## src/hw/rtl/sewm_pkg.sv

```systemverilog
// shared widths, sequencer states and accumulate targets for the shower moments block
package sewm_pkg;

  localparam int ENERGY_W = 16;
  localparam int POS_W    = 16;
  localparam int TIME_W   = 16;
  localparam int TOTAL_W  = 22;
  localparam int USED_W   = 7;
  localparam int WIDTH_W  = 34;
  localparam int MUL_W    = 32;
  localparam int PROD_W   = 2 * MUL_W;
  localparam int CEN_W    = POS_W + 1;
  localparam int MSQ_W    = 2 * POS_W - 1;
  localparam int ROOT_W   = 31;
  localparam int SUMSQ_W  = 2 * ROOT_W;
  localparam int STEP_W   = 4;
  localparam logic [STEP_W-1:0] MAC_LAST_STEP = 4'd11;
  localparam int DIV_N    = 8;

  typedef enum logic [13:0] {
    ST_IDLE      = 14'b00000000000001,
    ST_MAC       = 14'b00000000000010,
    ST_FIN       = 14'b00000000000100,
    ST_DIV_GO    = 14'b00000000001000,
    ST_DIV_WAIT  = 14'b00000000010000,
    ST_VAR_MUL   = 14'b00000000100000,
    ST_VAR_SUB   = 14'b00000001000000,
    ST_SEL       = 14'b00000010000000,
    ST_SQX       = 14'b00000100000000,
    ST_SQY       = 14'b00001000000000,
    ST_SQADD     = 14'b00010000000000,
    ST_ROOT_GO   = 14'b00100000000000,
    ST_ROOT_WAIT = 14'b01000000000000,
    ST_OUT       = 14'b10000000000000
  } state_e;

  typedef enum logic [3:0] {
    TGT_NONE,
    TGT_POS_X,
    TGT_POS_Y,
    TGT_POS_Z,
    TGT_SQ_X,
    TGT_SQ_Y,
    TGT_SQ_Z,
    TGT_TIME_1,
    TGT_TIME_2
  } target_e;

  // start of a serial arithmetic unit, and its busy and done
  typedef struct packed {
    logic start;
  } unit_ctrl_t;

  typedef struct packed {
    logic busy;
    logic done;
  } unit_stat_t;

endpackage

```

## src/hw/rtl/sewm_divider.sv

```systemverilog
// restoring unsigned divider, one quotient bit per cycle
module sewm_divider #(
  parameter int DVD_W = 53,
  parameter int DVS_W = 23
) (
  input  logic                  clk_i,
  input  logic                  rst_ni,
  input  sewm_pkg::unit_ctrl_t  ctrl_i,
  input  logic [DVD_W-1:0]      dividend_i,
  input  logic [DVS_W-1:0]      divisor_i,
  output sewm_pkg::unit_stat_t  stat_o,
  output logic [DVD_W-1:0]      quotient_o
);
  import sewm_pkg::*;

  localparam int CNT_W = $clog2(DVD_W + 1);

  logic [DVD_W-1:0] work_q, work_d;
  logic [DVS_W-1:0] rem_q, rem_d;
  logic [CNT_W-1:0] cnt_q, cnt_d;
  logic             run_q, run_d;
  logic             done_q, done_d;
  logic [DVS_W:0]   trial;
  logic [DVS_W:0]   diff;
  logic             qbit;

  always_comb begin
    trial = {rem_q, work_q[DVD_W-1]};
    diff  = trial - {1'b0, divisor_i};
    qbit  = (trial >= {1'b0, divisor_i});
    work_d = work_q;
    rem_d  = rem_q;
    cnt_d  = cnt_q;
    run_d  = run_q;
    done_d = 1'b0;
    if (ctrl_i.start) begin
      work_d = dividend_i;
      rem_d  = '0;
      cnt_d  = CNT_W'(DVD_W);
      run_d  = 1'b1;
    end else if (run_q) begin
      work_d = {work_q[DVD_W-2:0], qbit};
      rem_d  = qbit ? diff[DVS_W-1:0] : trial[DVS_W-1:0];
      cnt_d  = cnt_q - 1'b1;
      if (cnt_q == CNT_W'(1)) begin
        run_d  = 1'b0;
        done_d = 1'b1;
      end
    end
  end

  always_ff @(posedge clk_i or negedge rst_ni) begin
    if (!rst_ni) begin
      cnt_q  <= '0;
      run_q  <= 1'b0;
      done_q <= 1'b0;
    end else begin
      cnt_q  <= cnt_d;
      run_q  <= run_d;
      done_q <= done_d;
    end
  end

  always_ff @(posedge clk_i) begin
    work_q <= work_d;
    rem_q  <= rem_d;
  end

  assign stat_o.busy = run_q;
  assign stat_o.done = done_q;
  assign quotient_o  = work_q;

endmodule

```

## config.mk

```make
export PLATFORM = sky130hd
export DESIGN_NAME = sewm_divider
export DESIGN_NICKNAME = d
export VERILOG_FILES = /design/src/hw/rtl/sewm_pkg.sv /design/src/hw/rtl/sewm_divider.sv
export SDC_FILE = /design/constraint.sdc
export NUM_CORES = 1
export LEC_CHECK = 0
export BUFFER_PORTS_ARGS = -buffer_cell sky130_fd_sc_hd__buf_2
export CAP_MARGIN = 20
export CORE_MARGIN = 8
export CORE_UTILIZATION = 42
export DETAILED_ROUTE_END_ITERATION = 6
export PLACE_DENSITY = 0.71
export SYNTH_ARGS = -nofsm -noshare
export SYNTH_HDL_FRONTEND = slang
export SYNTH_SLANG_ARGS = --single-unit
```

## constraint.sdc

```tcl
create_clock -name clk_i -period 2.82 [get_ports clk_i]
set_input_delay 0 -clock clk_i [delete_from_list [all_inputs] [get_ports clk_i]]
set_output_delay 0 -clock clk_i [all_outputs]
set_load 0.1 [all_outputs]
```

==> metrics.txt <==
status complete, no violations; MaxCap Viol Count 0; post_cts resized 0; Fmax 0.382 GHz; Psw 2.50 mW; largest net degree at the start of global routing 54; FILL cells 1010; CTS tree yes; cells taking the most area after synthesis edfxtp_1 32%, mux2_2 12%, dfxtp_1 9.2%; antenna fix cells 0; DRC Markers 0; IO buf count 133; syn nets ~570; clk root buf clkbuf_16; CP max FO 14; Detailed Route WL between 10000 and 15000 µm; Comb pwr share 49.6%; initial antenna violation count 0; Int Power 3.23 mW; measured slew at the worst slew-check pin 1040 ps; CTS max path bufs 2; area grow syn2layout 33.6%; layout cells sized above 1 roughly 38%; critical path class register to register; VDD IR-drop max 0.000347 V; CP startpoint kind register; Mapped Area 5000 µm²; die span in x 125 µm; GR Util met1 18.9%; number of synthesized flops with an enable pin 53; Top FF cell, synth edfxtp_1; total die area 15700 µm²; CP required around 3100 ps; Worst Path Arrival 2880 ps; FP Rows 40; yosys synthesis warning count 0; Detail Placement HPWL 9380 µm; TNS Setup 0 ps; #FFs+latches synth 84; routed len/inst 17.2 µm; Fin. Hold Viols 0; first-pass detailed-route iteration total 4; Worst-path clk slew 60 ps; crit end category register; clock skew 10.1 ps; Clock Power Share 20.1%; Flop pwr share 30.3%; worst path cell trace inv_1, ha_2, fa_2, nor2b_4, o31a_4, o21ai_4, o31ai_4, a21oi_4, buf_4, nor3_1, a21oi_1, a211oi_1; worst reg2reg path depth 12; Sequential Area 2250 µm²; GPL Wtd Cong 0.882; RSZ-0062 raised after global routing no; Pwr Density 857 nW/µm²; Final Max Tran Viols 0; post-synthesis async set-or-reset flop share 9.52%; Clock Sinks 84; synthesized instance count 463; commonest non-fill, non-tap cell in the layout buf_2; core area 11800 µm²; final-stage net count 746; sequential share of the synthesized area between 40% and 50%; Synth area leader edfxtp_1; M3 GR Usage 3.36%; number of CTS-inserted buffers 9; multi-input logic area 2570 µm²; Final min period 2620 ps; via-per-instance ratio between 5 and 6; Skew-Pair Late Insertion Delay 340 ps; GRT Max-Usage Layer met2; Die Y 125 µm; Final ANT Viol Nets 0; r2r startpoint quotient_o[52]; Reg2Reg Setup Slack around 200 ps; Final setup viols 0; leak pwr 2.90 nW; worst min path class input pin to async pin; total power between 5 and 6 mW; R2R Path End rem_q[2]; post-synthesis cell type count 58; slowest CP cell edfxtp_1; routed vias 4149; switching part of the total 43.6%; most frequent cells in the layout 133 x buf_2, 55 x mux2_2, 54 x dlygate4sd3_1; CTS H-tree depth 3; gr ovfl total 0; CP peak stage delay 360 ps; crit share post-route 92.9%; placed cells 723; Worst slew margin between 30 and 40%; initial core utilization 42.3%; Boundary Pins 134; vias in the first global route 4357; GRT Overall Usage 17.2%; area share of the largest cell type after synthesis 31.8%; Syn Area/Cell 10.8 µm²; detailed router's first-iteration violation count 250; first-pass GRT wire length 22000 µm; final core utilization between 50% and 60%; met2 usage in global routing 30.1%; Finished Layout Cells 793
[Yosys cell counts (8+ instances only)]
cell      instances
a211oi_1         16
a21oi_1          27
clkbuf_1         14
dfrtp_1           8
dfxtp_1          23
edfxtp_1         53
ha_1             25
inv_1            28
mux2_2           55
mux2i_1          10
nand2_1          25
nor2_1           44
o21ai_0          14
xnor2_1          12
xor2_1            9
[per-stage QoR]
step / worst slack (ps) / area, µm² / hold slack, ps
floorplan: -218 / 5070 / -296
global placement: 315 / 5850 / -153
detailed placement: 202 / 5850 / -148
CTS: 179 / 6680 / 27.1
global route: 9.76 / 6680 / 34.2
finish: 201 / 6680 / 33.3
[power groups by stage]
stage	logic, mW	registers [mW]	clock network (mW)
after floorplan	1.68	2.38	0
after global placement	2.72	1.75	0
after detailed placement	2.75	1.76	0
after CTS	2.83	1.73	1.17
after global routing	3.05	1.77	1.22
final	2.84	1.74	1.15
[how the worst max path moves through the flow]
stage	startpoint	endpoint	cells after the start
after floorplan	quotient_o[52]	rem_q[19]	11
after CTS	quotient_o[52]	rem_q[2]	12
after global routing	quotient_o[52]	rem_q[2]	12
after global placement	quotient_o[52]	quotient_o[0]	10
after detailed placement	quotient_o[52]	rem_q[2]	12
final	quotient_o[52]	rem_q[2]	12
[flip-flops by register name (all words and copies together), names as in the netlist]
name and flops:
done_q 1, run_q 1, cnt_q 6, quotient_o 53, rem_q 23
[area by class of cell]
cell class	instances	share of cell area (%)
clock buffer	12	3.84
clock inverter	4	0.468
inverter	29	1.63
multi-input combinational	324	38.5
sequential	84	33.7
tap	147	2.75
timing repair buffer	193	19.1
[logic make-up (layout without fill, tap and decap cells)]
| family | count (synthesis) | count (layout) | synth area share (%) |
|---|---|---|---|
| buffers and inverters | 55 | 238 | 5.08 |
| AO/OA/AOI/OAI | 99 | 99 | 14.2 |
| AND/OR/NAND/NOR | 113 | 113 | 10.9 |
| XOR/XNOR | 21 | 21 | 3.68 |
| flip-flops | 84 | 84 | 45.0 |
| adder cells (fa/ha/maj) | 26 | 26 | 6.66 |
| multiplexers | 65 | 65 | 14.4 |
[layer usage]
layer,part of all wire (%),vias to the layer above,wire (µm)
met1,41,1943,5610
met3,4.0,43,543
met2,50,117,6840
met5,0,-,0
li1,-,2046,-
met4,4.5,0,619
[worst max-delay path, delay by kind of cell (launching register included)]
family          cells  cell delay, ps
compound gates      6             980
fa+ha+maj           2             540
buf+inv             2             270
flops               1             360
simple gates        2             370
[what timing repair did]
action                    4_1_cts  5_1_grt
hold endpoints to repair       61        0
setup buffers                   0        0
hold buffers                   54        0
(Power assumes the default switching activity.)
