--- src/hw/rtl/sewm_pkg.sv ---
// shared widths, sequencer states and accumulate targets for the shower moments block
package sewm_pkg;

  localparam int ENERGY_W = 16;
  localparam int POS_W    = 16;
  localparam int TIME_W   = 16;
  localparam int TOTAL_W  = 22;
  localparam int USED_W   = 7;
  localparam int WIDTH_W  = 34;
  localparam int MUL_W    = 32;
  localparam int PROD_W   = 2 * MUL_W;
  localparam int CEN_W    = POS_W + 1;
  localparam int MSQ_W    = 2 * POS_W - 1;
  localparam int ROOT_W   = 31;
  localparam int SUMSQ_W  = 2 * ROOT_W;
  localparam int STEP_W   = 4;
  localparam logic [STEP_W-1:0] MAC_LAST_STEP = 4'd11;
  localparam int DIV_N    = 8;

  typedef enum logic [13:0] {
    ST_IDLE      = 14'b00000000000001,
    ST_MAC       = 14'b00000000000010,
    ST_FIN       = 14'b00000000000100,
    ST_DIV_GO    = 14'b00000000001000,
    ST_DIV_WAIT  = 14'b00000000010000,
    ST_VAR_MUL   = 14'b00000000100000,
    ST_VAR_SUB   = 14'b00000001000000,
    ST_SEL       = 14'b00000010000000,
    ST_SQX       = 14'b00000100000000,
    ST_SQY       = 14'b00001000000000,
    ST_SQADD     = 14'b00010000000000,
    ST_ROOT_GO   = 14'b00100000000000,
    ST_ROOT_WAIT = 14'b01000000000000,
    ST_OUT       = 14'b10000000000000
  } state_e;

  typedef enum logic [3:0] {
    TGT_NONE,
    TGT_POS_X,
    TGT_POS_Y,
    TGT_POS_Z,
    TGT_SQ_X,
    TGT_SQ_Y,
    TGT_SQ_Z,
    TGT_TIME_1,
    TGT_TIME_2
  } target_e;

  // start of a serial arithmetic unit, and its busy and done
  typedef struct packed {
    logic start;
  } unit_ctrl_t;

  typedef struct packed {
    logic busy;
    logic done;
  } unit_stat_t;

endpackage

--- src/hw/rtl/sewm_isqrt.sv ---
// digit-by-digit integer square root, one root bit per cycle
module sewm_isqrt (
  input  logic                            clk_i,
  input  logic                            rst_ni,
  input  sewm_pkg::unit_ctrl_t            ctrl_i,
  input  logic [sewm_pkg::SUMSQ_W-1:0]    radicand_i,
  output sewm_pkg::unit_stat_t            stat_o,
  output logic [sewm_pkg::ROOT_W-1:0]     root_o
);
  import sewm_pkg::*;

  localparam int CNT_W = $clog2(ROOT_W + 1);

  logic [SUMSQ_W-1:0] rad_q, rad_d;
  logic [ROOT_W-1:0]  rem_q, rem_d;
  logic [ROOT_W-1:0]  root_q, root_d;
  logic [CNT_W-1:0]   cnt_q, cnt_d;
  logic               run_q, run_d;
  logic               done_q, done_d;
  logic [ROOT_W+1:0]  rem_sh;
  logic [ROOT_W+1:0]  trial;
  logic [ROOT_W+1:0]  diff;
  logic               rbit;

  always_comb begin
    rem_sh = {rem_q, rad_q[SUMSQ_W-1:SUMSQ_W-2]};
    trial  = {root_q, 2'b01};
    diff   = rem_sh - trial;
    rbit   = (rem_sh >= trial);
    rad_d  = rad_q;
    rem_d  = rem_q;
    root_d = root_q;
    cnt_d  = cnt_q;
    run_d  = run_q;
    done_d = 1'b0;
    if (ctrl_i.start) begin
      rad_d  = radicand_i;
      rem_d  = '0;
      root_d = '0;
      cnt_d  = CNT_W'(ROOT_W);
      run_d  = 1'b1;
    end else if (run_q) begin
      rad_d  = {rad_q[SUMSQ_W-3:0], 2'b00};
      rem_d  = rbit ? diff[ROOT_W-1:0] : rem_sh[ROOT_W-1:0];
      root_d = {root_q[ROOT_W-2:0], rbit};
      cnt_d  = cnt_q - 1'b1;
      if (cnt_q == CNT_W'(1)) begin
        run_d  = 1'b0;
        done_d = 1'b1;
      end
    end
  end

  always_ff @(posedge clk_i or negedge rst_ni) begin
    if (!rst_ni) begin
      cnt_q  <= '0;
      run_q  <= 1'b0;
      done_q <= 1'b0;
    end else begin
      cnt_q  <= cnt_d;
      run_q  <= run_d;
      done_q <= done_d;
    end
  end

  always_ff @(posedge clk_i) begin
    rad_q  <= rad_d;
    rem_q  <= rem_d;
    root_q <= root_d;
  end

  assign stat_o.busy = run_q;
  assign stat_o.done = done_q;
  assign root_o      = root_q;

endmodule
--- config.mk ---
export PLATFORM = sky130hd
export DESIGN_NAME = sewm_isqrt
export DESIGN_NICKNAME = d
export VERILOG_FILES = /design/src/hw/rtl/sewm_pkg.sv /design/src/hw/rtl/sewm_isqrt.sv
export SDC_FILE = /design/constraint.sdc
export NUM_CORES = 1
export LEC_CHECK = 0
export ABC_AREA = 1
export BUFFER_PORTS_ARGS = -buffer_cell sky130_fd_sc_hd__buf_2
export CORE_MARGIN = 3
export CORE_UTILIZATION = 40
export DETAILED_ROUTE_END_ITERATION = 10
export PLACE_DENSITY_LB_ADDON = 0.05
export SYNTH_ARGS = -nofsm -noshare
export SYNTH_HDL_FRONTEND = slang
export SYNTH_SLANG_ARGS = --single-unit
--- constraint.sdc ---
create_clock -name clk_i -period 3.87 [get_ports clk_i]
set_clock_uncertainty 0.15 [all_clocks]
set_input_delay 0.387 -clock clk_i [delete_from_list [all_inputs] [get_ports clk_i]]
set_output_delay 0.387 -clock clk_i [all_outputs]
set_load 0.05 [all_outputs]
==> results of run 1 <==
worst min-delay path by stage:
stage	startpoint	to	slack [ps]	depth (start not counted)
2_1_floorplan	rst_ni	cnt_q[0]	-60	0
6_report	radicand_i[1]	rad_q[1]	70	3
3_3_place_gp	rst_ni	run_q	80	1
4_1_cts	radicand_i[1]	rad_q[1]	50	3
3_5_place_dp	rst_ni	run_q	80	1
5_1_grt	radicand_i[0]	rad_q[0]	70	3
sequential cells by signal, summed over array words and instances (netlist names):
name / flops
rad_q: 62
rem_q: 31
root_o: 31
cnt_q: 5
done_q: 1
run_q: 1
final cells by class:
type	count	area share, %
Clock inverter	14	1.95
Clock buffer	17	4.70
Tap cell	260	3.59
Multi-Input combinational cell	798	41.1
Timing Repair Buffer	105	6.19
Sequential cell	131	36.2
Inverter	151	6.27
logic make-up after synthesis:
family / share of synthesized area (%)
xor gates and xnor gates: 1.36
buffers and inverters: 9.57
adders and majority gates: 5.66
and+or+nand+nor: 36.3
DFF: 42.4
AOI/OAI and AO/OA: 4.75
layer usage:
| layer | GRT usage (%) | vias to the layer above | wire, um |
|---|---|---|---|
| met5 | 0 | - | 0 |
| met4 | 5.75 | 0 | 248 |
| met3 | 4.18 | 21 | 802 |
| met2 | 31.5 | 116 | 9200 |
| met1 | 25.0 | 3073 | 9630 |
| li1 | - | 3668 | - |
stage by stage:
| step | hold slack [ps] | setup WS [ps] |
|---|---|---|
| after detailed placement | 80.9 | 1240 |
| after floorplan | -58.6 | 563 |
| final | 66.9 | 1290 |
| after CTS | 49.3 | 1220 |
| after global placement | 81.5 | 1240 |
| after global routing | 73.5 | 967 |
power breakdown:
group | internal (mW) | switching (mW) | leakage [nW] | total, mW
clock network | 1.02 | 0.661 | 0.293 | 1.68
registers | 1.66 | 0.114 | 1.26 | 1.77
logic | 1.19 | 2.40 | 3.28 | 3.59
tightest hold or removal path, cell delays in order:
cell and delay [ps]:
buf_2 70, nand2_1 40, inv_1 40
cells in the mapped netlist, types with 3 or more instances:
master,n,share of area (%)
a21oi_1,21,1.4
and2_1,4,0.32
buf_1,3,0.15
buf_2,3,0.19
buf_4,3,0.29
buf_6,3,0.44
clkbuf_1,23,1.1
dfrtp_1,7,2.3
dfxtp_1,62,16
edfxtp_1,62,24
ha_1,35,5.7
inv_1,149,7.2
nand2_1,515,25
nand2_2,5,0.40
nand3_1,77,5.0
nand3b_1,10,0.97
nand4_1,7,0.57
nor2_1,53,2.6
nor3_1,7,0.45
o21ai_0,7,0.45
o21bai_1,3,0.29
o22ai_1,30,2.4
xor2_1,12,1.4
==> flow_metrics.py, run 1 <==
metrics = {
    "cells_and_area": {
        "fill_cells": 1946,
        "diodes": 0,
        "areaGrowthSynthToFinish_pct": 17.1,
        "final_common_cell": "nand2_1",
        "design_area_um2": 9060,
        "final_cell_mix": "nand2_1, inv_1, buf_2",
        "fin_cells": 1476,
        "seq_area_um2": 3280,
        "multiInputGateArea_um2": 3730,
        "nets": 1304,
        "post-route-util_pct": 48.1,
        "drive_gt1_share_pct": 12.4,
    },
    "setup_path": {
        "crit_chain": "inv_1, ha_1, nand2_1, nor2_1, nand2_1, nor2_1, nand2_1, nand3_2, nor2_4, nand2_4, nand2_1, nand2_1, nand2_1, nand2_1",
        "path_depth": 14,
        "cp_max_fo": 32,
        "start_kind": "register",
        "crit_path_end_kind": "register",
        "cp_common_cell": "nand2_1",
        "crit_family": "simple AND/OR/NAND/NOR gates",
        "startpoint": "root_o[15]",
        "r2r-end": "rem_q[27]",
        "cp.arrival_ps": 2790,
        "regToRegSetupSlack_ps": 1290,
        "worstRegToRegCells": 14,
        "endpoint": "rem_q[27]",
        "critPathKind": "register to register",
        "critical-path-slowest-cell": "ha_1",
        "r2r_start": "root_o[15]",
        "cp_data_required_time_ps": 4090,
        "critPathBufInv": 1,
        "slowest_delay_ps": 420,
    },
    "sta": {
        "rsz0062_at_grt": "no",
        "drv_slew": 0,
        "post-route-min-period_ps": 2580,
        "worst_pin_slew_ps": 1140,
        "slew_headroom_pct": 23.6,
        "fin_crit_sh_pct": 66.6,
        "hold_viol_final": 0,
        "setup_viol": 0,
        "setup_tns_ps": 0,
        "fmax_mhz": 388,
    },
    "power_and_ir_drop": {
        "p_leak_nw": 4.83,
        "total_power_mw": 7.04,
        "powerDensity_nw_per_um2": 777,
        "vdd_drop_max_v": 0.000369,
    },
    "grt": {
        "grt.total_usage_pct": 19.0,
        "grt_pass1_vias": 6724,
        "antenna_found_initial": 0,
        "grt_max_degree": 63,
        "grt_overflow": 0,
        "grt_pass1_wl_um": 33100,
    },
    "die": {
        "die_x_um": 145,
        "dieArea_um2": 21100,
        "core-area_um2": 18800,
        "ios": 98,
        "die_h_um": 145,
        "fp-row-count": 50,
        "start_util_pct": 41.1,
    },
    "placed_design": {
        "placed_cell_area_um2": 8450,
        "place_congestion": 0.918,
        "io_buffers": 97,
        "dp.cells": 1444,
        "place_hpwl_um": 14200,
    },
    "route": {
        "vias": 6878,
        "routed_via_density": 4.66,
        "wl_per_cell_um": 13.5,
        "antenna_left": 0,
        "first_iter_violations": 334,
        "drc": 0,
        "wl_um": 19900,
        "drt_first_pass_iters": 6,
    },
    "synth": {
        "synth.net_count": 1216,
        "synth_edf_count": 62,
        "synth_warnings": 0,
        "syn_avg_cell_area_um2": 6.94,
        "syn_area_um2": 7740,
        "ys_seq_area_share_pct": 42.4,
        "synth-seq-cells": 131,
        "synthCells": 1116,
        "synth_cell_types": 34,
        "synthFlopType": "edfxtp_1",
        "async_reset_ff_share_pct": 5.34,
    },
    "clock_network": {
        "cts_buffers": 17,
        "cts_resized": 0,
        "cts_sinks": 131,
        "cts_tree": "built",
        "post-cts-setup-buffers": 0,
        "cts_root_buf": "clkbuf_16",
        "path_clk_slew_ps": 60,
        "cts_hold_buf": 1,
        "clockBufferDepth": 2,
        "insertion_delay_ps": 420,
        "htreeDepth": 4,
    },
    "run_status": {
        "status": "completed",
    },
    "flow_run": {
        "cap_violations": 0,
    },
    "min_path": {
        "hp-class": "input port to register",
    },
}
(Power assumes the default switching activity.)
==> run 2, diff against run 1 <==
clock period = 2.4 ns   (was 3.87 ns; I/O delays follow)
==> flow_metrics.py, run 2 (synthesis gave the netlist of run 1 again) <==
metrics = {
    "cells_and_area": {
        "final_cell_mix": "nand2_1, inv_1, buf_2",
        "drive_gt1_share_pct": 18.8,
        "multiInputGateArea_um2": 4090,
        "nets": 1388,
        "largest_register_ffs": 62,
        "fill_cells": 1830,
        "design_area_um2": 10300,
        "regMostFlops": "rad_q",
        "post-route-util_pct": 54.6,
        "final_common_cell": "nand2_1",
        "seq_area_um2": 3300,
        "fin_cells": 1561,
        "areaGrowthSynthToFinish_pct": 32.9,
        "diodes": 0,
    },
    "setup_path": {
        "r2r_start": "root_o[19]",
        "slowest_delay_ps": 380,
        "critPathBufInv": 3,
        "regToRegSetupSlack_ps": 150,
        "critical-path-slowest-cell": "ha_1",
        "start_kind": "register",
        "crit_path_end_kind": "register",
        "crit_family": "simple AND/OR/NAND/NOR gates",
        "critPathKind": "register to register",
        "cp_data_required_time_ps": 2560,
        "cp_common_cell": "nand2_1",
        "cp.arrival_ps": 2410,
        "r2r-end": "rem_q[15]",
        "cp_max_fo": 10,
        "worstRegToRegCells": 13,
        "crit_chain": "inv_1, ha_1, nand4_1, inv_1, a21oi_2, nor2_2, nor2_4, nand2_4, buf_12, nand2_1, nand2_1, nand2_1, nand2_1",
    },
    "die": {
        "fp-row-count": 50,
        "die_h_um": 145,
        "ios": 98,
        "core-area_um2": 18800,
        "die_x_um": 145,
        "start_util_pct": 41.1,
        "dieArea_um2": 21100,
    },
    "power_and_ir_drop": {
        "powerDensity_nw_per_um2": 1210,
        "vdd_drop_max_v": 0.000600,
        "total_power_mw": 12.4,
        "p_leak_nw": 5.24,
    },
    "flow_run": {
        "cap_violations": 0,
    },
    "grt": {
        "use_met2_pct": 34.4,
        "antenna_found_initial": 0,
        "grt_most_used_layer": "met2",
        "grt_pass1_wl_um": 35700,
        "use_met1_pct": 26.7,
        "use_met3_pct": 5.00,
        "grt_max_degree": 75,
        "grt_overflow": 0,
        "grt.total_usage_pct": 20.6,
        "grt_pass1_vias": 7260,
    },
    "route": {
        "routed_via_density": 4.66,
        "wl_per_cell_um": 13.9,
        "wl_um": 21700,
        "antenna_left": 0,
        "drc": 0,
        "drt_first_pass_iters": 5,
        "vias": 7267,
        "first_iter_violations": 342,
    },
    "sta": {
        "setup_tns_ps": 0,
        "slew_headroom_pct": 60.1,
        "fin_crit_sh_pct": 93.7,
        "hold_viol_final": 0,
        "post-route-min-period_ps": 2250,
        "worst_pin_slew_ps": 599,
        "fmax_mhz": 445,
        "setup_viol": 0,
        "whs_ps": 31.2,
        "drv_slew": 0,
        "setup_slack_ps": 151,
    },
    "placed_design": {
        "place_ws_ps": 54.8,
        "placed_cell_area_um2": 8680,
        "place_hpwl_um": 15200,
        "io_buffers": 97,
        "place_congestion": 0.925,
        "dp.cells": 1465,
    },
    "clock_network": {
        "cts_tree": "built",
        "clockBufferDepth": 2,
        "cts_root_buf": "clkbuf_16",
        "path_clk_slew_ps": 60,
        "insertion_delay_ps": 430,
        "cts_sinks": 131,
        "htreeDepth": 4,
        "cts_buffers": 17,
        "post-cts-setup-buffers": 0,
    },
    "min_path": {
        "hp-class": "input port to asynchronous set/reset pin",
    },
    "run_status": {
        "status": "completed",
    },
}
==> run 2: cell count changes in the layout (fill, tap and decap cells not counted), moves of 4 or more <==
cell | previous run | this run
a21oi_2 | 0 | 5
dlygate4sd3_1 | 1 | 64
nor2_2 | 3 | 12
nand2_2 | 5 | 12
buf_4 | 6 | 22
nand2_1 | 515 | 508
buf_12 | 1 | 5
dfxtp_2 | 0 | 20
dfxtp_1 | 62 | 42
ha_1 | 35 | 8
ha_4 | 0 | 22
a21oi_1 | 21 | 16
ha_2 | 0 | 5
nor2_1 | 51 | 41
==> run 2: worst max-delay path by stage <==
stage,start,endpoint,cells after the start,slack (ps)
finish,root_o[19],rem_q[15],13,150
floorplan,root_o[12],rem_q[0],13,3
CTS,root_o[25],rem_q[15],14,40
detailed placement,root_o[18],rem_q[15],13,50
global route,root_o[25],rem_q[15],14,-9
global placement,root_o[22],rem_q[21],14,40
==> run 2: what timing repair did <==
action                                  in CTS  in global routing
endpoints found under the setup margin       0                 32
hold buffers                                64                  0
resized for setup                            0                 60
endpoints found under the hold margin       70                  0
==> run 2: layer usage <==
layer / part of all wire (%) / up-vias
li1: - / 3842
met1: 47 / 3258
met2: 47 / 140
met3: 4.1 / 27
met4: 1.9 / 0
met5: 0 / -
==> run 2: power breakdown <==
group          total (mW)  switching, mW  internal (mW)
sequential           2.92          0.241           2.68
clock                2.69           1.12           1.57
combinational        6.81           4.14           2.67
total                12.4           5.50           6.92
==> run 2: cell type report <==
type / instances / share of cell area, %
Clock buffer: 18 / 4.17
Inverter: 151 / 5.52
Clock inverter: 14 / 1.61
Tap cell: 260 / 3.16
Timing Repair Buffer: 189 / 13.6
Sequential cell: 131 / 32.1
Multi-Input combinational cell: 798 / 39.8
